[config.mk]
export PLATFORM = sky130hd
export DESIGN_NAME = fit_policy_block_allocator
export DESIGN_NICKNAME = d
export VERILOG_FILES = /design/src/rtl/fpba_pkg.sv /design/src/rtl/fpba_ram.sv /design/src/rtl/fpba_datapath.sv /design/src/rtl/fpba_ctrl.sv /design/src/rtl/fit_policy_block_allocator.sv
export SDC_FILE = /design/constraint.sdc
export NUM_CORES = 1
export LEC_CHECK = 0
export BUFFER_PORTS_ARGS = -buffer_cell sky130_fd_sc_hd__buf_2
export CAP_MARGIN = 15
export CORE_UTILIZATION = 55
export DETAILED_ROUTE_END_ITERATION = 6
export PLACE_DENSITY = 0.72
export SETUP_SLACK_MARGIN = 0.1
export SYNTH_ARGS = -nofsm -noshare
export SYNTH_HDL_FRONTEND = slang
export SYNTH_SLANG_ARGS = --single-unit
[constraint.sdc]
create_clock -name i_clk -period 4.2 [get_ports i_clk]
set_clock_uncertainty 0.2 [all_clocks]
set_input_delay 0.42 -clock i_clk [delete_from_list [all_inputs] [get_ports i_clk]]
set_output_delay 0.42 -clock i_clk [all_outputs]
set_load 0.005 [all_outputs]
[src/rtl/fpba_pkg.sv]
// Shared types and constants for the fit-policy block allocator.
package fpba_pkg;

    localparam int MAX_BLOCKS = 16;
    localparam int SIZE_WIDTH = 16;

    localparam int IDX_W = (MAX_BLOCKS > 1) ? $clog2(MAX_BLOCKS) : 1;
    localparam int CNT_W = $clog2(MAX_BLOCKS + 1);

    localparam int CFG_IDX_W  = 1;
    localparam int CFG_DATA_W = 5;

    localparam logic [CFG_IDX_W-1:0] CFG_FIT_POLICY  = 1'd0;
    localparam logic [CFG_IDX_W-1:0] CFG_BLOCK_COUNT = 1'd1;

    localparam logic CMD_LOAD  = 1'b0;
    localparam logic CMD_ALLOC = 1'b1;

    typedef enum logic [1:0] {
        POL_FIRST = 2'd0,
        POL_BEST  = 2'd1,
        POL_WORST = 2'd2
    } t_policy;

    typedef struct packed {
        logic        command;
        logic [3:0]  block_index;
        logic [15:0] size;
    } t_in_item;

    typedef struct packed {
        logic        granted;
        logic [3:0]  chosen_block;
        logic [15:0] remaining_size;
    } t_out_item;

    // controller -> datapath
    typedef struct packed {
        logic                  load_we;
        logic [IDX_W-1:0]      load_idx;
        logic [SIZE_WIDTH-1:0] load_size;
        logic                  start;
        logic [SIZE_WIDTH-1:0] req_size;
        logic [IDX_W-1:0]      rd_addr;
        logic                  chk;
        logic [IDX_W-1:0]      chk_idx;
        logic                  wb;
        logic [1:0]            policy;
    } t_dp_cmd;

    // datapath -> controller
    typedef struct packed {
        logic out_busy;
    } t_dp_stat;

endpackage

[src/rtl/fpba_ram.sv]
// Generic single-write, single-read RAM with registered read data.
module fpba_ram #(
    parameter int WIDTH = 16,
    parameter int DEPTH = 16
) (
    input  logic                                      i_clk,
    input  logic                                      i_we,
    input  logic [((DEPTH > 1) ? $clog2(DEPTH) : 1)-1:0] i_waddr,
    input  logic [WIDTH-1:0]                          i_wdata,
    input  logic [((DEPTH > 1) ? $clog2(DEPTH) : 1)-1:0] i_raddr,
    output logic [WIDTH-1:0]                          o_rdata
);

    logic [WIDTH-1:0] r_mem [DEPTH];
    logic [WIDTH-1:0] r_rdata;

    always_ff @(posedge i_clk) begin
        if (i_we) begin
            r_mem[i_waddr] <= i_wdata;
        end
        r_rdata <= r_mem[i_raddr];
    end

    assign o_rdata = r_rdata;

endmodule

[src/rtl/fpba_datapath.sv]
// Allocator datapath: size table, used marks, candidate compare and result register.
module fpba_datapath import fpba_pkg::*; (
    input  logic      i_clk,
    input  logic      i_rst_n,
    input  t_dp_cmd   i_cmd,
    output t_dp_stat  o_stat,
    output logic      o_out_valid,
    input  logic      i_out_ready,
    output t_out_item o_out_data
);

    logic [SIZE_WIDTH-1:0] r_req;
    logic                  r_found;
    logic [IDX_W-1:0]      r_pick_idx;
    logic [SIZE_WIDTH-1:0] r_pick_size;
    logic [MAX_BLOCKS-1:0] r_used;
    logic                  r_out_valid;
    t_out_item             r_out;

    logic                  ram_we;
    logic [IDX_W-1:0]      ram_waddr;
    logic [SIZE_WIDTH-1:0] ram_wdata;
    logic [SIZE_WIDTH-1:0] rd_data;
    logic [SIZE_WIDTH-1:0] remain;
    logic                  fits;
    logic                  take;
    logic                  is_best;

    fpba_ram #(
        .WIDTH (SIZE_WIDTH),
        .DEPTH (MAX_BLOCKS)
    ) u_table (
        .i_clk   (i_clk),
        .i_we    (ram_we),
        .i_waddr (ram_waddr),
        .i_wdata (ram_wdata),
        .i_raddr (i_cmd.rd_addr),
        .o_rdata (rd_data)
    );

    assign is_best = (i_cmd.policy == POL_BEST);
    assign remain  = r_pick_size - r_req;
    assign fits    = (rd_data >= r_req);

    always_comb begin
        take = 1'b0;
        case (i_cmd.policy)
            POL_FIRST: take = fits && !r_found;
            POL_BEST:  take = fits && !r_used[i_cmd.chk_idx]
                              && (!r_found || rd_data < r_pick_size);
            POL_WORST: take = fits && (!r_found || rd_data > r_pick_size);
            default:   take = 1'b0;
        endcase
    end

    // load writes and grant write-back never coincide
    always_comb begin
        if (i_cmd.load_we) begin
            ram_we    = 1'b1;
            ram_waddr = i_cmd.load_idx;
            ram_wdata = i_cmd.load_size;
        end else begin
            ram_we    = i_cmd.wb && r_found && !is_best;
            ram_waddr = r_pick_idx;
            ram_wdata = remain;
        end
    end

    always_ff @(posedge i_clk) begin
        if (!i_rst_n) begin
            r_used      <= '0;
            r_out_valid <= 1'b0;
            r_found     <= 1'b0;
        end else begin
            if (i_cmd.load_we) begin
                r_used[i_cmd.load_idx] <= 1'b0;
            end
            if (i_cmd.wb && r_found && is_best) begin
                r_used[r_pick_idx] <= 1'b1;
            end
            if (i_cmd.start) begin
                r_found <= 1'b0;
            end else if (i_cmd.chk && take) begin
                r_found <= 1'b1;
            end
            if (i_cmd.wb) begin
                r_out_valid <= 1'b1;
            end else if (r_out_valid && i_out_ready) begin
                r_out_valid <= 1'b0;
            end
        end
    end

    always_ff @(posedge i_clk) begin
        if (i_cmd.start) begin
            r_req <= i_cmd.req_size;
        end
        if (i_cmd.chk && take) begin
            r_pick_idx  <= i_cmd.chk_idx;
            r_pick_size <= rd_data;
        end
        if (i_cmd.wb) begin
            r_out.granted <= r_found;
            if (r_found) begin
                r_out.chosen_block   <= 4'(r_pick_idx);
                r_out.remaining_size <= is_best ? 16'(r_pick_size) : 16'(remain);
            end else begin
                r_out.chosen_block   <= '0;
                r_out.remaining_size <= '0;
            end
        end
    end

    assign o_stat.out_busy = r_out_valid && !i_out_ready;
    assign o_out_valid     = r_out_valid;
    assign o_out_data      = r_out;

endmodule

[src/rtl/fpba_ctrl.sv]
// Allocator controller: configuration registers and the scan sequencer.
module fpba_ctrl import fpba_pkg::*; (
    input  logic                  i_clk,
    input  logic                  i_rst_n,
    input  logic                  i_cfg_we,
    input  logic [CFG_IDX_W-1:0]  i_cfg_idx,
    input  logic [CFG_DATA_W-1:0] i_cfg_data,
    input  logic                  i_in_valid,
    output logic                  o_in_ready,
    input  t_in_item              i_in_data,
    output t_dp_cmd               o_cmd,
    input  t_dp_stat              i_stat
);

    typedef enum logic [1:0] {
        S_IDLE,
        S_SCAN,
        S_DRAIN,
        S_WRITE
    } t_state;

    t_state           r_state;
    logic [1:0]       r_fit_policy;
    logic [4:0]       r_block_count;
    logic [IDX_W-1:0] r_cnt;
    logic [IDX_W-1:0] r_last;
    logic             r_chk;
    logic [IDX_W-1:0] r_chk_idx;

    logic             accept;
    logic [CNT_W-1:0] lim;
    logic             load_ok;

    assign accept  = i_in_valid && (r_state == S_IDLE);
    assign load_ok = (32'(i_in_data.block_index) < 32'(MAX_BLOCKS));

    always_comb begin
        if (32'(r_block_count) > 32'(MAX_BLOCKS)) begin
            lim = CNT_W'(MAX_BLOCKS);
        end else begin
            lim = CNT_W'(r_block_count);
        end
    end

    always_ff @(posedge i_clk) begin
        if (!i_rst_n) begin
            r_state       <= S_IDLE;
            r_fit_policy  <= '0;
            r_block_count <= '0;
            r_cnt         <= '0;
            r_last        <= '0;
            r_chk         <= 1'b0;
            r_chk_idx     <= '0;
        end else begin
            if (i_cfg_we) begin
                case (i_cfg_idx)
                    CFG_FIT_POLICY:  r_fit_policy  <= i_cfg_data[1:0];
                    CFG_BLOCK_COUNT: r_block_count <= i_cfg_data[4:0];
                    default: ;
                endcase
            end
            // read data for r_cnt shows up next cycle, checked under r_chk
            r_chk <= (r_state == S_SCAN);
            case (r_state)
                S_IDLE: begin
                    if (accept && i_in_data.command == CMD_ALLOC) begin
                        r_cnt  <= '0;
                        r_last <= IDX_W'(lim - CNT_W'(1));
                        if (lim == '0 ||
                            !(r_fit_policy inside {POL_FIRST, POL_BEST, POL_WORST})) begin
                            r_state <= S_WRITE;
                        end else begin
                            r_state <= S_SCAN;
                        end
                    end
                end
                S_SCAN: begin
                    r_chk_idx <= r_cnt;
                    if (r_cnt == r_last) begin
                        r_state <= S_DRAIN;
                    end else begin
                        r_cnt <= r_cnt + IDX_W'(1);
                    end
                end
                S_DRAIN: begin
                    r_state <= S_WRITE;
                end
                S_WRITE: begin
                    if (!i_stat.out_busy) begin
                        r_state <= S_IDLE;
                    end
                end
                default: begin
                    r_state <= S_IDLE;
                end
            endcase
        end
    end

    assign o_in_ready = (r_state == S_IDLE);

    always_comb begin
        o_cmd           = '0;
        o_cmd.load_we   = accept && (i_in_data.command == CMD_LOAD) && load_ok;
        o_cmd.load_idx  = IDX_W'(i_in_data.block_index);
        o_cmd.load_size = SIZE_WIDTH'(i_in_data.size);
        o_cmd.start     = accept && (i_in_data.command == CMD_ALLOC);
        o_cmd.req_size  = SIZE_WIDTH'(i_in_data.size);
        o_cmd.rd_addr   = r_cnt;
        o_cmd.chk       = r_chk;
        o_cmd.chk_idx   = r_chk_idx;
        o_cmd.wb        = (r_state == S_WRITE) && !i_stat.out_busy;
        o_cmd.policy    = r_fit_policy;
    end

endmodule

[src/rtl/fit_policy_block_allocator.sv]
// Fit-policy block allocator: first, best and worst fit over a table of free sizes.
// Load transfer: no result; next transfer accepted the cycle after.
// Allocate transfer: a scan of min(block_count,MAX_BLOCKS) entries (one table read per
// cycle from the size RAM), a drain, then a write-back that waits for a free output.
// Refused-by-config allocations (count 0, unused policy) skip the scan and go to write-back.
// Synchronous active-low reset clears used marks, config and control; table is unset.
module fit_policy_block_allocator import fpba_pkg::*; (
    input  logic                  i_clk,
    input  logic                  i_rst_n,
    input  logic                  i_cfg_we,
    input  logic [CFG_IDX_W-1:0]  i_cfg_idx,
    input  logic [CFG_DATA_W-1:0] i_cfg_data,
    input  logic                  i_in_valid,
    output logic                  o_in_ready,
    input  t_in_item              i_in_data,
    output logic                  o_out_valid,
    input  logic                  i_out_ready,
    output t_out_item             o_out_data
);

    t_dp_cmd  dp_cmd;
    t_dp_stat dp_stat;

    fpba_ctrl u_ctrl (
        .i_clk      (i_clk),
        .i_rst_n    (i_rst_n),
        .i_cfg_we   (i_cfg_we),
        .i_cfg_idx  (i_cfg_idx),
        .i_cfg_data (i_cfg_data),
        .i_in_valid (i_in_valid),
        .o_in_ready (o_in_ready),
        .i_in_data  (i_in_data),
        .o_cmd      (dp_cmd),
        .i_stat     (dp_stat)
    );

    fpba_datapath u_dp (
        .i_clk       (i_clk),
        .i_rst_n     (i_rst_n),
        .i_cmd       (dp_cmd),
        .o_stat      (dp_stat),
        .o_out_valid (o_out_valid),
        .i_out_ready (i_out_ready),
        .o_out_data  (o_out_data)
    );

`ifndef NO_ASSERTIONS
    a_no_accept_during_scan: assert property (@(posedge i_clk) disable iff (!i_rst_n)
        dp_cmd.chk |-> !o_in_ready)
        else $error("input accepted while scan in flight");

    a_wb_needs_free_slot: assert property (@(posedge i_clk) disable iff (!i_rst_n)
        dp_cmd.wb |-> !(o_out_valid && !i_out_ready))
        else $error("result write-back over an untaken result");

    a_wb_gives_result: assert property (@(posedge i_clk) disable iff (!i_rst_n)
        dp_cmd.wb |=> o_out_valid)
        else $error("write-back did not raise output valid");

    a_grant_ok: assert property (@(posedge i_clk) disable iff (!i_rst_n)
        (o_out_valid && !o_out_data.granted) |->
            (o_out_data.chosen_block == '0 && o_out_data.remaining_size == '0))
        else $error("refused result carries nonzero fields");
`endif

endmodule

Word-level counts from Yosys, hierarchy flattened

Memory sizes are Yosys's and may differ from the RTL's. A register that Yosys moved wholly into a read port is not among the register bits.
Cells that the tools add are included.

Add/subtract/negate cells: 3
Bitwise gates (word level): 6
Equality and inequality tests: 10
Order comparisons: 9
Reductions and logical operators: 37
Muxes and demuxes: 27

Operators by type and width:

| cell                                                                                 | number |
|---|---|
| 16-bit two-way mux                                                                   | 5 |
| 16-bit AND                                                                           | 1 |
| 16-bit greater-or-equal comparator                                                   | 1 |
| 16-bit greater-than comparator                                                       | 1 |
| 1-bit logical AND                                                                    | 16 |
| 16-bit < comparator                                                                  | 1 |
| 16-bit inverter                                                                      | 1 |
| 16-bit bitwise OR                                                                    | 1 |
| 16-bit subtractor                                                                    | 1 |
| 4-bit by 5-bit < comparator with 1-bit output (second input constant)                | 3 |
| 4-bit two-way mux                                                                    | 3 |
| 1-bit demux with 4-bit select                                                        | 2 |
| 4-bit by 1-bit greater-or-equal comparator with 1-bit output (second input constant) | 2 |
| 1-bit two-way mux                                                                    | 8 |
| 2-bit two-way mux                                                                    | 4 |
| 2-bit case mux with 4 select lines                                                   | 1 |
| 4-bit case mux with 2 select lines                                                   | 1 |
| 2-bit equality test (second input constant)                                          | 3 |
| 1-bit logical NOT                                                                    | 6 |
| 2-bit inequality test (second input constant)                                        | 3 |
| 2-bit AND reduction                                                                  | 3 |
| 3-bit AND reduction                                                                  | 2 |
| 5-bit greater-than comparator (second input constant)                                | 1 |
| 5-bit logical NOT                                                                    | 1 |
| 14 further kinds                                                                     | 21 |

Memories: 1
Logic and storage cells: 109
Output and inout port bits: 23
Register bits: 97
Memory bits (writable): 256
Input bits: 32

Memory list:

| name               | depth | bits a word | rd ports | clocked after Yosys merged registers in | wr ports | RTL line       | text |
|---|---|---|---|---|---|---|---|
| u_dp.u_table.r_mem | 16    | 16          | 1        | 1                                       | 1        | fpba_ram.sv:14 | `logic [WIDTH-1:0] r_mem [DEPTH];` |

Logic depth before layout (Yosys ltp)

Gate-level depths: netlist (run 1).

Depth in word-level cells: 10
Depth in mapped cells: 10
Mapped depth without buffers: 10

Modules after synthesis

Synthesis (run 1) repeated with hierarchy kept, for this count alone.

Cells, all modules: 1098
Area, all modules: 16299.4 um^2

By module, submodules not included:

| module        | cells an instance | instances | area each (um^2) | sequential area each (um^2) |
|---|---|---|---|---|
| fpba_ram      | 432               | 1         | 10042.1          | 8007.7 |
| fpba_datapath | 505               | 1         | 4902.2           | 2072.0 |
| fpba_ctrl     | 161               | 1         | 1355.0           | 440.4 |

Least setup slack after synthesis (run 1)

No wires, ideal clock.

Path kind: register -> register
From: reg u_ctrl.r_state[1]
To: mem u_dp.u_table.r_mem[12][0], enable pin
Setup slack: 0.566 ns
Path buffers: 0
Library setup time: 0.388 ns
Data required time: 3.612 ns
Period minus slack after synthesis: 3.634 ns
Data arrival time: 3.045 ns
Stages on the path, launching flop included: 8
Cells stage by stage: dfxtp_1 ha_1 nor2b_1 nand3_1 or3_1 o21ai_0 nand2_1 nor2_1

RTL lines:

| item                     | RTL line        | text |
|---|---|---|
| start: declaration       | fpba_ctrl.sv:22 | `t_state r_state;` |
| start signal: assignment | fpba_ctrl.sv:47 | `r_state <= S_IDLE;` |
| start signal: assignment | fpba_ctrl.sv:71 | `r_state <= S_WRITE;` |
| start signal: assignment | fpba_ctrl.sv:73 | `r_state <= S_SCAN;` |
| end: declaration         | fpba_ram.sv:14  |  |

Worst setup path after layout (run 1)

From: reg u_dp.r_pick_size[0]
To: mem u_dp.u_table.r_mem[12][12] (data pin)

Longest elaborated chain between the ends: 2

RTL lines:

| item                     | RTL line             | text |
|---|---|---|
| start: declaration       | fpba_datapath.sv:15  | `logic [SIZE_WIDTH-1:0] r_pick_size;` |
| start signal: assignment | fpba_datapath.sv:100 | `r_pick_size <= rd_data;` |
| 16-bit subtractor        | fpba_datapath.sv:42  | `assign remain = r_pick_size - r_req;` |
| 16-bit two-way mux       | fpba_datapath.sv:58  | `if (i_cmd.load_we) begin` |
| via u_dp.ram_wdata[12]   | fpba_datapath.sv:22  | `logic [SIZE_WIDTH-1:0] ram_wdata;` |

The timed path passes the listed nets, and every way through them passes these cells.

==> impl_summary.txt, run 1 <==
----------------------------------------------------
[Status]
  Outcome ... finished, final reports clean

[Routing]
  DRC violation count after routing ... 0
  Via count ... 9189
  DRT antenna net count ... 0
  Number of DRC markers in iteration 0 ... 900
  Total wirelength of the detailed-routed design ... 35500 um
  Wirelength per Cell ... 23.0 um
  DRT Pass-1 Iters ... 5
  Via count normalized by instance count ... 5.97

[Setup path]
  Capture instance of the worst register-to-register path ... u_dp.u_table.r_mem[12][12]$_DFFE_PP_
  Family of cells with the greatest summed delay on the critical path ... compound AO/OA/AOI/OAI gates
  Count of buffer and inverter cells on the critical path ... 2
  Cells along the critical path ... inv_1 > ha_1 > fa_1 > nor2b_1 > o31a_1 > o31ai_1 > nand2_1 > a41oi_1 > xor2_1 > o21ai_0 > buf_4
  Type of destination of the critical path ... flip-flop
  R2R setup slack ... 1.18 ns
  Worst Setup Path Type ... flip-flop to flip-flop
  Peak per-stage delay on the critical path ... 0.41 ns
  Largest driver fanout on the critical path ... 16
  Cell with the largest stage delay on the worst path ... sky130_fd_sc_hd__edfxtp_1
  Startpoint of the most critical register-to-register path ... u_dp.r_pick_size[0]$_DFFE_PP_
  Depth of the worst register-to-register path ... 11
  Worst path required time ... 4.27 ns
  Type of origin of the critical path ... flip-flop
  Arrival time reported for the critical path endpoint ... 3.08 ns

[Synthesis]
  Share of the synthesized area in the top cell type ... 59.6%
  Register area share after synthesis ... 66.7%
  Library cell with the largest summed area after synthesis ... sky130_fd_sc_hd__edfxtp_1
  Summed instance area of the synthesized netlist ... 0.0158 mm2
  Post-synth cell types ... 56
  Syn Nets ... 1101
  Main flop type after synthesis ... sky130_fd_sc_hd__edfxtp_1
  Syn Area/Cell ... 15.5 um2
  Number of warnings issued by yosys ... 0
  Cells taking the most area after synthesis ... sky130_fd_sc_hd__edfxtp_1 (60%), sky130_fd_sc_hd__mux4_2 (12%), sky130_fd_sc_hd__dfxtp_1 (7.1%)
  Number of enable flip-flop cells after synthesis ... 313
  Post-synthesis cell count ... 1015
  Fraction of registers with async set/reset ... 0%
  Number of register bits inferred by synthesis ... 369

[Floorplan]
  Core Box Area ... 0.0280 mm2
  Count of boundary I/O pins ... 55
  Site row count ... 61
  Initial Utilization ... 56.3%
  Area of the die ... 0.0293 mm2
  Vertical extent of the die ... 171 um
  Die boundary width ... 171 um

[Clocking]
  Root buffer selected by CTS ... sky130_fd_sc_hd__clkbuf_16
  Clock Path Buffers ... 3
  Post-CTS clock slew at the launch and capture registers of the worst setup and hold paths ... 0.06 ns
  PostCTS Resize Cnt ... 0
  Clock latency reported for the late side of the worst-skew pair ... 0.53 ns
  CTS tree ... done
  Depth of the CTS H-tree ... 2
  Clock buffers created by TritonCTS ... 39
  TritonCTS Sinks ... 369

[Cells and area]
  Ratio of cells with drive above 1 in the final layout ... 22.6%
  Filler cells ... 1966
  P&R area growth vs syn ... 15.6%
  Area of all sequential standard cells ... 0.0105 mm2
  Post-route core utilization ... 65.1%
  Number of nets in the layout ... 1216
  Area of the multi-input gates ... 0.00496 mm2
  Number of diodes added for antenna fixing ... 0

[STA]
  Final worst-path cycle share ... 71.8%
  Setup TNS ... 0 ns
  Time the final worst path needs with I/O delays and setup ... 3.02 ns
  Count of final hold-check violations ... 0
  Final number of max-transition violations ... 0
  Setup repair after global routing missed its margin ... false
  Final setup violation count ... 0
  Max Fclk ... 332 MHz
  Post-Route Hold Slack ... 0.0221 ns
  Slew at the pin closest to its max-slew limit ... 0.972 ns
  Relative slew slack ... 34.8%

[Placement]
  Routability-driven placement congestion ratio ... 0.894
  Count of buffers inserted at the top-level ports ... 54
  Placed wire-length estimate after detailed placement ... 22000 um

[Power and ir drop]
  Leakage power summed over all cells ... 6.25 nW
  Power per cell area ... 501 mW/mm2
  Maximum vdd drop ... 419 uV

[Run]
  Number of max-cap violations ... 0

[Global route]
  Leftover overflow at the end of global routing ... 0
  Pin count of the biggest net entering global routing ... 37
  Initial antenna violation count ... 0
  GRT Overall Usage ... 25.2%
  Wire length of the first global-routing pass ... 54400 um
  Via count of the first global-routing pass ... 9242

[Min path]
  Capture endpoint of the worst hold path ... u_ctrl.r_block_count[1]$_SDFFE_PN0P_
  Number of cells on the worst hold path ... 3
  Hold path startpoint ... i_cfg_idx
  Hold/Removal Path Class ... input port to flip-flop

----------------------------------------------------
worst max path at each step:
stage,start,to,cells after the start
2_1_floorplan,u_ctrl.r_state[1]$_SDFFE_PN0P_,u_dp.u_table.r_mem[12][0]$_DFFE_PP_,7
3_3_place_gp,u_dp.r_pick_size[1]$_DFFE_PP_,u_dp.r_pick_size[4]$_DFFE_PP_,10
3_5_place_dp,u_dp.r_pick_size[1]$_DFFE_PP_,u_dp.r_pick_size[8]$_DFFE_PP_,10
4_1_cts,u_dp.r_pick_size[1]$_DFFE_PP_,u_dp.r_pick_size[8]$_DFFE_PP_,10
5_1_grt,u_dp.r_pick_size[0]$_DFFE_PP_,u_dp.u_table.r_mem[14][12]$_DFFE_PP_,11
6_report,u_dp.r_pick_size[0]$_DFFE_PP_,u_dp.u_table.r_mem[12][12]$_DFFE_PP_,11
synthesized netlist by cell type (2+ instances only):
library cell	n
sky130_fd_sc_hd__edfxtp_1	313
sky130_fd_sc_hd__mux4_2	81
sky130_fd_sc_hd__nand2_1	74
sky130_fd_sc_hd__nor2_1	74
sky130_fd_sc_hd__a21oi_1	57
sky130_fd_sc_hd__dfxtp_1	56
sky130_fd_sc_hd__ha_1	53
sky130_fd_sc_hd__o21ai_0	48
sky130_fd_sc_hd__inv_1	38
sky130_fd_sc_hd__clkbuf_1	28
sky130_fd_sc_hd__nand3_1	20
sky130_fd_sc_hd__nor2b_1	12
sky130_fd_sc_hd__nand2b_1	11
sky130_fd_sc_hd__nand4_1	11
sky130_fd_sc_hd__o21a_1	11
sky130_fd_sc_hd__xor2_1	11
sky130_fd_sc_hd__mux2i_1	10
sky130_fd_sc_hd__a211oi_1	8
sky130_fd_sc_hd__buf_2	8
sky130_fd_sc_hd__or3_1	8
sky130_fd_sc_hd__xnor2_1	8
sky130_fd_sc_hd__and2_1	6
sky130_fd_sc_hd__a21o_1	5
sky130_fd_sc_hd__buf_1	5
sky130_fd_sc_hd__nor3_1	5
sky130_fd_sc_hd__a2111oi_0	3
sky130_fd_sc_hd__a31oi_1	3
sky130_fd_sc_hd__mux4_1	3
sky130_fd_sc_hd__nand3b_1	3
sky130_fd_sc_hd__nor4_1	3
sky130_fd_sc_hd__o211ai_1	3
sky130_fd_sc_hd__or2_2	3
sky130_fd_sc_hd__a211o_1	2
sky130_fd_sc_hd__clkinv_1	2
sky130_fd_sc_hd__nor3b_1	2
sky130_fd_sc_hd__o2111ai_1	2
sky130_fd_sc_hd__o21bai_1	2
sky130_fd_sc_hd__o31a_1	2
sky130_fd_sc_hd__o31ai_1	2
sky130_fd_sc_hd__or3b_2	2
sky130_fd_sc_hd__or4_1	2
cell families after synthesis:
kind of cell,Yosys count,share of synthesized area [%]
buf+inv,84,2.14
fa+ha+maj,54,4.33
mux,94,12.7
compound gates,157,5.91
flops,369,66.7
simple gates,237,6.96
xor+xnor,20,1.20
sequential cells by signal, indices dropped and copies added (netlist names):
| signal | cells |
|---|---|
| u_dp.r_pick_size | 16 |
| u_ctrl.r_block_count | 5 |
| u_dp.r_req | 16 |
| u_dp.r_found | 1 |
| u_dp.u_table.r_mem | 256 |
| u_dp.r_pick_idx | 4 |
| u_dp.o_out_data | 21 |
| u_ctrl.r_cnt | 4 |
| u_ctrl.r_chk_idx | 4 |
| u_dp.o_out_valid | 1 |
| u_dp.u_table.o_rdata | 16 |
| u_ctrl.r_state | 2 |
| u_ctrl.r_chk | 1 |
| u_ctrl.r_last | 4 |
| u_ctrl.r_fit_policy | 2 |
| u_dp.r_used | 16 |
cell type report:
class,count,share of cell area [%]
Inverter,40,0.824
Sequential cell,369,57.7
Tap cell,378,2.59
Timing Repair Buffer,118,4.50
Clock inverter,26,1.48
Clock buffer,46,5.66
Multi-Input combinational cell,562,27.2
metal layers:
metal	up-vias	wire length, um	global-route usage (%)
li1	4151	-	-
met3	67	2320	3.84
met1	4612	15000	35.2
met5	-	0	0
met2	359	17100	40.9
met4	0	1040	8.46
placed cells by master (no fill, tap or decap), types with 17 or more instances in the layout:
cell type | netlist | final
sky130_fd_sc_hd__edfxtp_1 | 313 | 313
sky130_fd_sc_hd__mux4_2 | 81 | 81
sky130_fd_sc_hd__nand2_1 | 74 | 74
sky130_fd_sc_hd__a21oi_1 | 57 | 57
sky130_fd_sc_hd__nor2_1 | 74 | 57
sky130_fd_sc_hd__buf_2 | 8 | 54
sky130_fd_sc_hd__dfxtp_1 | 56 | 54
sky130_fd_sc_hd__ha_1 | 53 | 53
sky130_fd_sc_hd__o21ai_0 | 48 | 48
sky130_fd_sc_hd__buf_4 | 1 | 40
sky130_fd_sc_hd__clkbuf_16 | 0 | 39
sky130_fd_sc_hd__inv_1 | 38 | 38
sky130_fd_sc_hd__dlygate4sd3_1 | 0 | 23
sky130_fd_sc_hd__nand3_1 | 20 | 20
sky130_fd_sc_hd__nor2_2 | 0 | 17
tightest hold or removal path, stage by stage:
cell and delay (ns):
sky130_fd_sc_hd__buf_2 0.14, sky130_fd_sc_hd__nand3_1 0.08, sky130_fd_sc_hd__a21oi_1 0.06
stage by stage:
stage / area (um2) / cells / power, W / worst slack [ns]
6_report: 18200 / 1539 / 0.00913 / 1.18
4_1_cts: 18200 / 1537 / 0.00916 / 1.19
2_1_floorplan: 15800 / 1015 / 0.00529 / 0.566
3_3_place_gp: 16700 / 1442 / 0.00571 / 1.28
3_5_place_dp: 16700 / 1442 / 0.00574 / 1.23
5_1_grt: 18200 / 1539 / 0.00946 / 0.997
repair_timing:
item / 4_1_cts / 5_1_grt
hold buffers: 23 / 0
setup buffers: 0 / 0
endpoints found under the hold margin: 26 / 0
power by group:
group          switching, W  total, W  internal (W)
sequential        0.0000831   0.00446       0.00438
clock               0.00140   0.00342       0.00202
combinational      0.000803   0.00125      0.000442
total               0.00229   0.00913       0.00684
Power figures use the tool's default switching activity.
==> inputs of run 2 (changes only) <==
- ABC_AREA: not set -> 1
- PLACE_DENSITY: 0.72 -> 0.75
- clock period: 4.2 -> 2.71 ns (I/O delays scaled with it)
==> run 2 against run 1 <==
Compared with the run above:
- clock power grew 49%
- final area increased by 4.3%
- worst hold slack better by 0.014 ns
- die area increased by 2.6%
- non-clock buffer count up 28
- register-to-register slack worse by 0.99 ns
- sequential share of layout area down 2.4 points
- largest cell class unchanged
- count of clock-buffer cells in the layout grew 2
- combinational power grew to 4.0 times the previous value
- via count grew 28%
==> impl_summary.txt, run 2 <==
----------------------------------------------------
[Cells and area]
  Final Non-Filler Cells ... 2036 (was 1539)
  Most frequent standard cell in the layout excluding fill and tap cells ... sky130_fd_sc_hd__edfxtp_1 (unchanged)
  Largest register FFs ... 256 (unchanged)
  Leading cell types in the layout, fill and taps excluded ... sky130_fd_sc_hd__edfxtp_1 (313), sky130_fd_sc_hd__nor2_1 (222), sky130_fd_sc_hd__o21ai_0 (195) (was sky130_fd_sc_hd__edfxtp_1 (313), sky130_fd_sc_hd__mux4_2 (81), sky130_fd_sc_hd__nand2_1 (74))
  Area of all sequential standard cells ... 0.0105 mm2 (unchanged)
  Ratio of cells with drive above 1 in the final layout ... 13.7% (was 22.6%)
  Filler cells ... 2145 (was 1966)
  Number of diodes added for antenna fixing ... 0 (unchanged)
  Area of the multi-input gates ... 0.00502 mm2 (was 0.00496 mm2)
  Number of nets in the layout ... 1708 (was 1216)
  P&R area growth vs syn ... 17.5% (was 15.6%)
  Register bank with the most flops ... u_dp.u_table.r_mem (unchanged)

[STA]
  Max Fclk ... 398 MHz (was 332 MHz)
  Slew at the pin closest to its max-slew limit ... 0.828 ns (was 0.972 ns)
  Post-Route Hold Slack ... 0.0365 ns (was 0.0221 ns)
  Final setup margin ... 0.196 ns (was 1.18 ns)
  Final number of max-transition violations ... 0 (unchanged)
  Setup repair after global routing missed its margin ... true (was false)
  Relative slew slack ... 44.8% (was 34.8%)
  Final setup violation count ... 0 (unchanged)
  Count of final hold-check violations ... 0 (unchanged)
  Setup TNS ... 0 ns (unchanged)
  Time the final worst path needs with I/O delays and setup ... 2.51 ns (was 3.02 ns)
  Final worst-path cycle share ... 92.8% (was 71.8%)

[Synthesis]
  Share of the synthesized area in the top cell type ... 58.1% (was 59.6%)
  Number of warnings issued by yosys ... 0 (unchanged)
  Most common cell in the netlist ... sky130_fd_sc_hd__edfxtp_1 (unchanged)
  Main flop type after synthesis ... sky130_fd_sc_hd__edfxtp_1 (unchanged)
  Post-synth cell types ... 43 (was 56)
  Summed instance area of the synthesized netlist ... 0.0162 mm2 (was 0.0158 mm2)
  Register area share after synthesis ... 65.0% (was 66.7%)
  Post-synthesis cell count ... 1503 (was 1015)
  Number of register bits inferred by synthesis ... 369 (unchanged)
  Syn Nets ... 1589 (was 1101)
  Leading cell types by count after synthesis ... sky130_fd_sc_hd__edfxtp_1 (313), sky130_fd_sc_hd__nor2_1 (239), sky130_fd_sc_hd__o21ai_0 (195) (was sky130_fd_sc_hd__edfxtp_1 (313), sky130_fd_sc_hd__mux4_2 (81), sky130_fd_sc_hd__nand2_1 (74), sky130_fd_sc_hd__nor2_1 (74), sky130_fd_sc_hd__a21oi_1 (57))
  Library cell with the largest summed area after synthesis ... sky130_fd_sc_hd__edfxtp_1 (unchanged)
  Cells taking the most area after synthesis ... sky130_fd_sc_hd__edfxtp_1 (58%), sky130_fd_sc_hd__dfxtp_1 (6.9%), sky130_fd_sc_hd__o21ai_0 (6.0%) (was sky130_fd_sc_hd__edfxtp_1 (60%), sky130_fd_sc_hd__mux4_2 (12%), sky130_fd_sc_hd__dfxtp_1 (7.1%))
  Fraction of registers with async set/reset ... 0% (unchanged)
  Number of enable flip-flop cells after synthesis ... 313 (unchanged)
  Syn Area/Cell ... 10.8 um2 (was 15.5 um2)

[Power and ir drop]
  Leakage power summed over all cells ... 7.30 nW (was 6.25 nW)
  Total power consumption of the routed design ... 0.0175 W (was 0.00913 W)
  Power per cell area ... 922 mW/mm2 (was 501 mW/mm2)
  Maximum vdd drop ... 438 uV (was 419 uV)

[Global route]
  Pin count of the biggest net entering global routing ... 111 (was 37)
  Via count of the first global-routing pass ... 11200 (was 9242)
  Initial antenna violation count ... 0 (unchanged)
  Leftover overflow at the end of global routing ... 0 (unchanged)
  GRT Overall Usage ... 25.9% (was 25.2%)
  Wire length of the first global-routing pass ... 60300 um (was 54400 um)

[Floorplan]
  Initial Utilization ... 56.1% (was 56.3%)
  Count of boundary I/O pins ... 55 (unchanged)
  Die boundary width ... 174 um (was 171 um)
  Core Box Area ... 0.0289 mm2 (was 0.0280 mm2)
  Site row count ... 62 (was 61)
  Vertical extent of the die ... 174 um (was 171 um)
  Area of the die ... 0.0301 mm2 (was 0.0293 mm2)

[Routing]
  DRT antenna net count ... 0 (unchanged)
  Via count ... 11800 (was 9189)
  Wirelength per Cell ... 19.2 um (was 23.0 um)
  DRT Pass-1 Iters ... 5 (unchanged)
  Number of DRC markers in iteration 0 ... 1324 (was 900)
  Via count normalized by instance count ... 5.78 (was 5.97)
  DRC violation count after routing ... 0 (unchanged)
  Total wirelength of the detailed-routed design ... 39200 um (was 35500 um)

[Clocking]
  Clock Path Buffers ... 3 (unchanged)
  Root buffer selected by CTS ... sky130_fd_sc_hd__clkbuf_16 (unchanged)
  Clock buffers created by TritonCTS ... 38 (was 39)
  Clock latency reported for the late side of the worst-skew pair ... 0.53 ns (about the same)
  Depth of the CTS H-tree ... 2 (unchanged)
  TritonCTS Sinks ... 369 (unchanged)
  Post-CTS clock slew at the launch and capture registers of the worst setup and hold paths ... 0.06 ns (about the same)
  CTS tree ... done (unchanged)

[Setup path]
  Worst path required time ... 2.76 ns (was 4.27 ns)
  Arrival time reported for the critical path endpoint ... 2.57 ns (was 3.08 ns)
  Critical path startpoint ... u_dp.r_pick_size[2]$_DFFE_PP_ (was u_dp.r_pick_size[0]$_DFFE_PP_)
  Type of destination of the critical path ... flip-flop (unchanged)
  Worst Setup Path Type ... flip-flop to flip-flop (unchanged)
  Capture instance of the worst register-to-register path ... u_dp.u_table.r_mem[4][15]$_DFFE_PP_ (was u_dp.u_table.r_mem[12][12]$_DFFE_PP_)
  R2R setup slack ... 0.20 ns (was 1.18 ns)
  Largest driver fanout on the critical path ... 16 (unchanged)
  Worst setup endpoint ... u_dp.u_table.r_mem[4][15]$_DFFE_PP_ (was u_dp.u_table.r_mem[12][12]$_DFFE_PP_)
  Depth of the worst register-to-register path ... 13 (was 11)
  Type of origin of the critical path ... flip-flop (unchanged)
  Startpoint of the most critical register-to-register path ... u_dp.r_pick_size[2]$_DFFE_PP_ (was u_dp.r_pick_size[0]$_DFFE_PP_)

[Placement]
  Routability-driven placement congestion ratio ... 0.931 (was 0.894)
  Worst Setup Slack post-DPL ... -0.0927 ns (was 1.23 ns)
  Placed wire-length estimate after detailed placement ... 24800 um (was 22000 um)
  Count of buffers inserted at the top-level ports ... 54 (unchanged)
  Placed Cells incl. Taps ... 1931 (was 1442)

[Run]
  Number of max-cap violations ... 0 (unchanged)

[Status]
  Outcome ... finished, final reports clean (unchanged)

[Min path]
  Hold/Removal Path Class ... input port to flip-flop (unchanged)

----------------------------------------------------
run 2: changes by cell type after synthesis, sizes merged, moves of 10 or more:
cell    previous run  this run
mux2i             10         0
mux4              84         0
nand2b            11         0
clkbuf            29        43
nand3             20        38
inv               38       127
o21a              11         0
o22ai              1        77
a21oi             57        73
nand2             74       185
o21ai             49       208
nor2b             12         0
nor2              74       240
run 2: what timing repair did:
item | in CTS | in global routing
resized for setup | 6 | 19
hold buffers | 31 | 0
endpoints found under the hold margin | 32 | 0
setup buffers | 0 | 4
endpoints found under the setup margin | 80 | 335
pin swaps | 0 | 6
run 2: cells by family (layout without fill, tap and decap cells):
kind of cell	count (synthesis)	in the layout	synth area share, %
xor+xnor	11	11	0.596
compound gates	390	390	13.3
buf+inv	195	344	4.78
simple gates	484	484	12.0
flops	369	369	65.0
fa+ha+maj	54	54	4.22
run 2: critical path, cell delays in order (launching register included):
cell                       delay [ns]
sky130_fd_sc_hd__edfxtp_1        0.41
sky130_fd_sc_hd__buf_4           0.16
sky130_fd_sc_hd__ha_4            0.24
sky130_fd_sc_hd__a21oi_1         0.12
sky130_fd_sc_hd__nand2_1         0.13
sky130_fd_sc_hd__a21oi_4         0.23
sky130_fd_sc_hd__o21ai_2         0.11
sky130_fd_sc_hd__nand3_1         0.12
sky130_fd_sc_hd__nand2_1         0.07
sky130_fd_sc_hd__nand2_1         0.08
sky130_fd_sc_hd__nand2_1         0.05
sky130_fd_sc_hd__nand2_1         0.07
sky130_fd_sc_hd__nand2_1         0.06
sky130_fd_sc_hd__buf_4           0.19
run 2: how the worst min path moves through the flow:
| stage | from | to | slack [ns] | depth (start not counted) |
|---|---|---|---|---|
| 3_3_place_gp | u_dp.u_table.o_rdata[0]$_DFF_P_ | u_dp.r_pick_size[0]$_DFFE_PP_ | 0.23 | 0 |
| 2_1_floorplan | i_in_data[0] | u_dp.r_req[0]$_DFFE_PP_ | 0.17 | 0 |
| 4_1_cts | i_cfg_we | u_ctrl.r_fit_policy[1]$_SDFFE_PN0P_ | 0.008 | 6 |
| 6_report | i_in_data[16] | u_dp.r_used[3]$_SDFF_PN0_ | 0.04 | 4 |
| 5_1_grt | i_in_data[19] | u_dp.r_used[15]$_SDFF_PN0_ | 0.07 | 4 |
| 3_5_place_dp | u_dp.u_table.o_rdata[0]$_DFF_P_ | u_dp.r_pick_size[0]$_DFFE_PP_ | 0.25 | 0 |
run 2: area by class of cell:
cell class / count / area share (%)
repair buffers: 146 / 6.64
inverters: 128 / 2.55
clock buffers: 48 / 5.42
flip-flops and latches: 369 / 55.4
well taps: 384 / 2.53
clock inverters: 22 / 1.06
multi-input cells: 939 / 26.4
run 2: routing by layer:
metal  track usage (%)  part of all wire [%]  vias to the layer above
li1                  -                     -                     5543
met1              35.5                    42                     5640
met2              42.7                    48                      520
met3              3.90                   7.6                       72
met4              7.93                   2.4                        0
met5                 0                     0                        -
run 2: metrics by stage:
step | util [%] | cell area (um2)
global route | 65.9 | 19000
detailed placement | 60.0 | 17300
CTS | 65.4 | 18900
floorplan | - | 16200
global placement | 60.0 | 17300
finish | 65.9 | 19000
run 2: where the power goes:
| group | switching [W] | internal [W] | total [W] |
|---|---|---|---|
| clock network | 0.00211 | 0.00300 | 0.00510 |
| logic | 0.00334 | 0.00163 | 0.00497 |
| registers | 0.000319 | 0.00714 | 0.00745 |
| total | 0.00577 | 0.0118 | 0.0175 |
==> inputs of run 3 (changes only) <==
- PLACE_DENSITY: 0.75 -> 0.72
- clock period: 2.71 -> 3 ns (I/O delays scaled with it)
==> run 3 against run 2 <==
Compared with the run above:
- critical path depth shrank 4
- die area did not move
- flip-flop and latch count stayed put
- sequential share of layout area rose by 0.74 points
- via count fell by 1.6%
- total power fell by 9.2%
- register-to-register slack improved by 0.03 ns
- sequential power down 10%
==> impl_summary.txt, run 3 (same netlist as run 2, synthesis figures left out) <==
----------------------------------------------------
[Status]
  Outcome ... finished, final reports clean (unchanged)

[Power and ir drop]
  Sequential group share of total power ... 42.1% (was 42.5%)
  Maximum vdd drop ... 422 uV (was 438 uV)
  Internal portion of total power ... 0.0106 W (was 0.0118 W)
  Switching share of total power ... 33.1% (was 32.9%)
  Power per cell area ... 849 mW/mm2 (was 922 mW/mm2)
  Leakage power summed over all cells ... 7.23 nW (was 7.30 nW)
  Switching pwr ... 0.00527 W (was 0.00577 W)
  Fraction of power consumed by the clock network ... 30.6% (was 29.1%)
  Combinational group share of total power ... 27.3% (was 28.4%)

[STA]
  Final number of max-transition violations ... 0 (unchanged)
  Max Fclk ... 355 MHz
  Final setup violation count ... 0 (unchanged)
  Setup repair after global routing missed its margin ... false (was true)
  Final worst-path cycle share ... 93.8%
  Relative slew slack ... 36.0% (was 44.8%)
  Slew at the pin closest to its max-slew limit ... 0.960 ns (was 0.828 ns)
  Count of final hold-check violations ... 0 (unchanged)
  Time the final worst path needs with I/O delays and setup ... 2.82 ns

[Floorplan]
  Initial Utilization ... 56.1% (unchanged)
  Site row count ... 62 (unchanged)
  Area of the die ... 0.0301 mm2 (unchanged)
  Count of boundary I/O pins ... 55 (unchanged)
  Core Box Area ... 0.0289 mm2 (unchanged)
  Vertical extent of the die ... 174 um (unchanged)
  Die boundary width ... 174 um (unchanged)

[Run]
  Number of max-cap violations ... 0 (unchanged)

[Setup path]
  Largest driver fanout on the critical path ... 3 (was 16)
  Type of destination of the critical path ... flip-flop (unchanged)
  R2R setup slack ... 0.23 ns (was 0.20 ns)
  Critical path startpoint ... i_cfg_idx (was u_dp.r_pick_size[2]$_DFFE_PP_)
  Worst path required time ... 3.21 ns (was 2.76 ns)
  Depth of the worst register-to-register path ... 10 (was 13)
  Worst Setup Path Type ... input port to flip-flop (was flip-flop to flip-flop)
  Worst setup endpoint ... u_ctrl.r_fit_policy[0]$_SDFFE_PN0P_ (was u_dp.u_table.r_mem[4][15]$_DFFE_PP_)
  Type of origin of the critical path ... input port (was flip-flop)
  Startpoint of the most critical register-to-register path ... u_dp.r_req[0]$_DFFE_PP_ (was u_dp.r_pick_size[2]$_DFFE_PP_)
  Arrival time reported for the critical path endpoint ... 3.03 ns (was 2.57 ns)
  Capture instance of the worst register-to-register path ... u_dp.u_table.r_mem[8][14]$_DFFE_PP_ (was u_dp.u_table.r_mem[4][15]$_DFFE_PP_)

[Routing]
  DRT antenna net count ... 0 (unchanged)
  Total wirelength of the detailed-routed design ... 38100 um (was 39200 um)
  DRC violation count after routing ... 0 (unchanged)
  Via count normalized by instance count ... 5.73 (was 5.78)
  Via count ... 11600 (was 11800)
  Number of DRC markers in iteration 0 ... 1400 (was 1324)
  DRT Pass-1 Iters ... 6 (was 5)
  Wirelength per Cell ... 18.8 um (was 19.2 um)

[Clocking]
  Post-CTS clock slew at the launch and capture registers of the worst setup and hold paths ... 0.06 ns (about the same)
  Depth of the CTS H-tree ... 2 (unchanged)
  CTS tree ... done (unchanged)
  Clock buffers created by TritonCTS ... 39 (was 38)
  Clock Path Buffers ... 3 (unchanged)
  Clock latency reported for the late side of the worst-skew pair ... 0.55 ns (was 0.53 ns)
  Root buffer selected by CTS ... sky130_fd_sc_hd__clkbuf_16 (unchanged)
  TritonCTS Sinks ... 369 (unchanged)

[Placement]
  Count of buffers inserted at the top-level ports ... 54 (unchanged)
  Placed wire-length estimate after detailed placement ... 24200 um (was 24800 um)
  Placed Cells incl. Taps ... 1920 (was 1931)
  Routability-driven placement congestion ratio ... 0.945 (was 0.931)

[Cells and area]
  Area of the multi-input gates ... 0.00495 mm2 (was 0.00502 mm2)
  Register bank with the most flops ... u_dp.u_table.r_mem (unchanged)
  Area of all sequential standard cells ... 0.0105 mm2 (unchanged)
  Number of diodes added for antenna fixing ... 0 (unchanged)
  Most frequent standard cell in the layout excluding fill and tap cells ... sky130_fd_sc_hd__edfxtp_1 (unchanged)
  Filler cells ... 2147 (was 2145)
  Post-route core utilization ... 65.0% (was 65.9%)
  Number of nets in the layout ... 1695 (was 1708)
  Ratio of cells with drive above 1 in the final layout ... 12.5% (was 13.7%)
  P&R area growth vs syn ... 15.9% (was 17.5%)
  Final Non-Filler Cells ... 2023 (was 2036)
  Leading cell types in the layout, fill and taps excluded ... sky130_fd_sc_hd__edfxtp_1 (313), sky130_fd_sc_hd__nor2_1 (224), sky130_fd_sc_hd__o21ai_0 (195) (was sky130_fd_sc_hd__edfxtp_1 (313), sky130_fd_sc_hd__nor2_1 (222), sky130_fd_sc_hd__o21ai_0 (195))
  Largest register FFs ... 256 (unchanged)

[Global route]
  Leftover overflow at the end of global routing ... 0 (unchanged)
  Initial antenna violation count ... 0 (unchanged)
  Wire length of the first global-routing pass ... 59500 um (was 60300 um)
  Pin count of the biggest net entering global routing ... 133 (was 111)
  Via count of the first global-routing pass ... 11100 (was 11200)
  GRT Overall Usage ... 25.4% (was 25.9%)

[Min path]
  Hold/Removal Path Class ... input port to flip-flop (unchanged)

----------------------------------------------------
## run 3: cell types whose count changed in the layout (fill, tap and decap cells not counted), sizes merged
| cell | delta |
|---|---|
| buf | -14 |
| clkinv | +3 |
| clkinvlp | -1 |
| inv | -1 |
## run 3: what timing repair did
| item | in CTS | in global routing |
|---|---|---|
| setup buffers | 0 | 0 |
| endpoints found under the setup margin | 0 | 80 |
| resized for setup | 0 | 10 |
| hold buffers | 31 | 0 |
| endpoints found under the hold margin | 32 | 0 |
## run 3: how the worst min path moves through the flow
stage / start / endpoint / cells after the start
after CTS: i_cfg_we / u_ctrl.r_block_count[4]$_SDFFE_PN0P_ / 3
after detailed placement: u_dp.u_table.o_rdata[0]$_DFF_P_ / u_dp.r_pick_size[0]$_DFFE_PP_ / 0
after global placement: u_dp.u_table.o_rdata[0]$_DFF_P_ / u_dp.r_pick_size[0]$_DFFE_PP_ / 0
final: i_in_data[16] / u_dp.r_used[3]$_SDFF_PN0_ / 4
after floorplan: i_in_data[0] / u_dp.r_req[0]$_DFFE_PP_ / 0
after global routing: i_in_data[19] / u_dp.r_used[12]$_SDFF_PN0_ / 4
## run 3: worst max-delay path, cell delays in order
cell and delay [ns]:
sky130_fd_sc_hd__dlygate4sd3_1 0.54, sky130_fd_sc_hd__buf_2 0.13, sky130_fd_sc_hd__nor2_1 0.14, sky130_fd_sc_hd__dlygate4sd3_1 0.57, sky130_fd_sc_hd__inv_1 0.06, sky130_fd_sc_hd__nor2_1 0.11
sky130_fd_sc_hd__dlygate4sd3_1 0.58, sky130_fd_sc_hd__nor2_1 0.05, sky130_fd_sc_hd__dlygate4sd3_1 0.56
## run 3: layout make-up
cell class	instances	share of cell area (%)
Inverter	128	2.57
Sequential cell	369	56.1
Clock inverter	23	1.39
Multi-Input combinational cell	939	26.4
Clock buffer	48	5.71
Tap cell	384	2.56
Timing Repair Buffer	132	5.24
## run 3: routing by layer
layer  part of all wire [%]  track usage [%]  routed length, um
met1                     43             35.2              16500
met2                     47             41.5              18100
met3                    7.5             3.73               2850
met4                    1.9             7.67                740
met5                      0                0                  0
## run 3: power groups by stage
stage          clock network, W  logic (W)  registers [W]
5_1_grt                 0.00514    0.00480        0.00674
2_1_floorplan                 0    0.00278        0.00672
6_report                0.00487    0.00434        0.00670
3_3_place_gp                  0    0.00408        0.00679
3_5_place_dp                  0    0.00418        0.00680
4_1_cts                 0.00494    0.00425        0.00670
## run 3: stage by stage
| step | instance area [um2] | total power (W) | worst slack (ns) | hold slack, ns | setup TNS, ns |
|---|---|---|---|---|---|
| after floorplan | 16200 | 0.00950 | -0.120 | 0.199 | -29.70 |
| after global placement | 17100 | 0.0109 | 0.306 | 0.219 | 0 |
| after detailed placement | 17100 | 0.0110 | 0.255 | 0.243 | 0 |
| after CTS | 18700 | 0.0159 | 0.226 | 0.00334 | 0 |
| after global routing | 18800 | 0.0167 | 0.0830 | 0.0583 | 0 |
| final | 18800 | 0.0159 | 0.185 | 0.0364 | 0 |
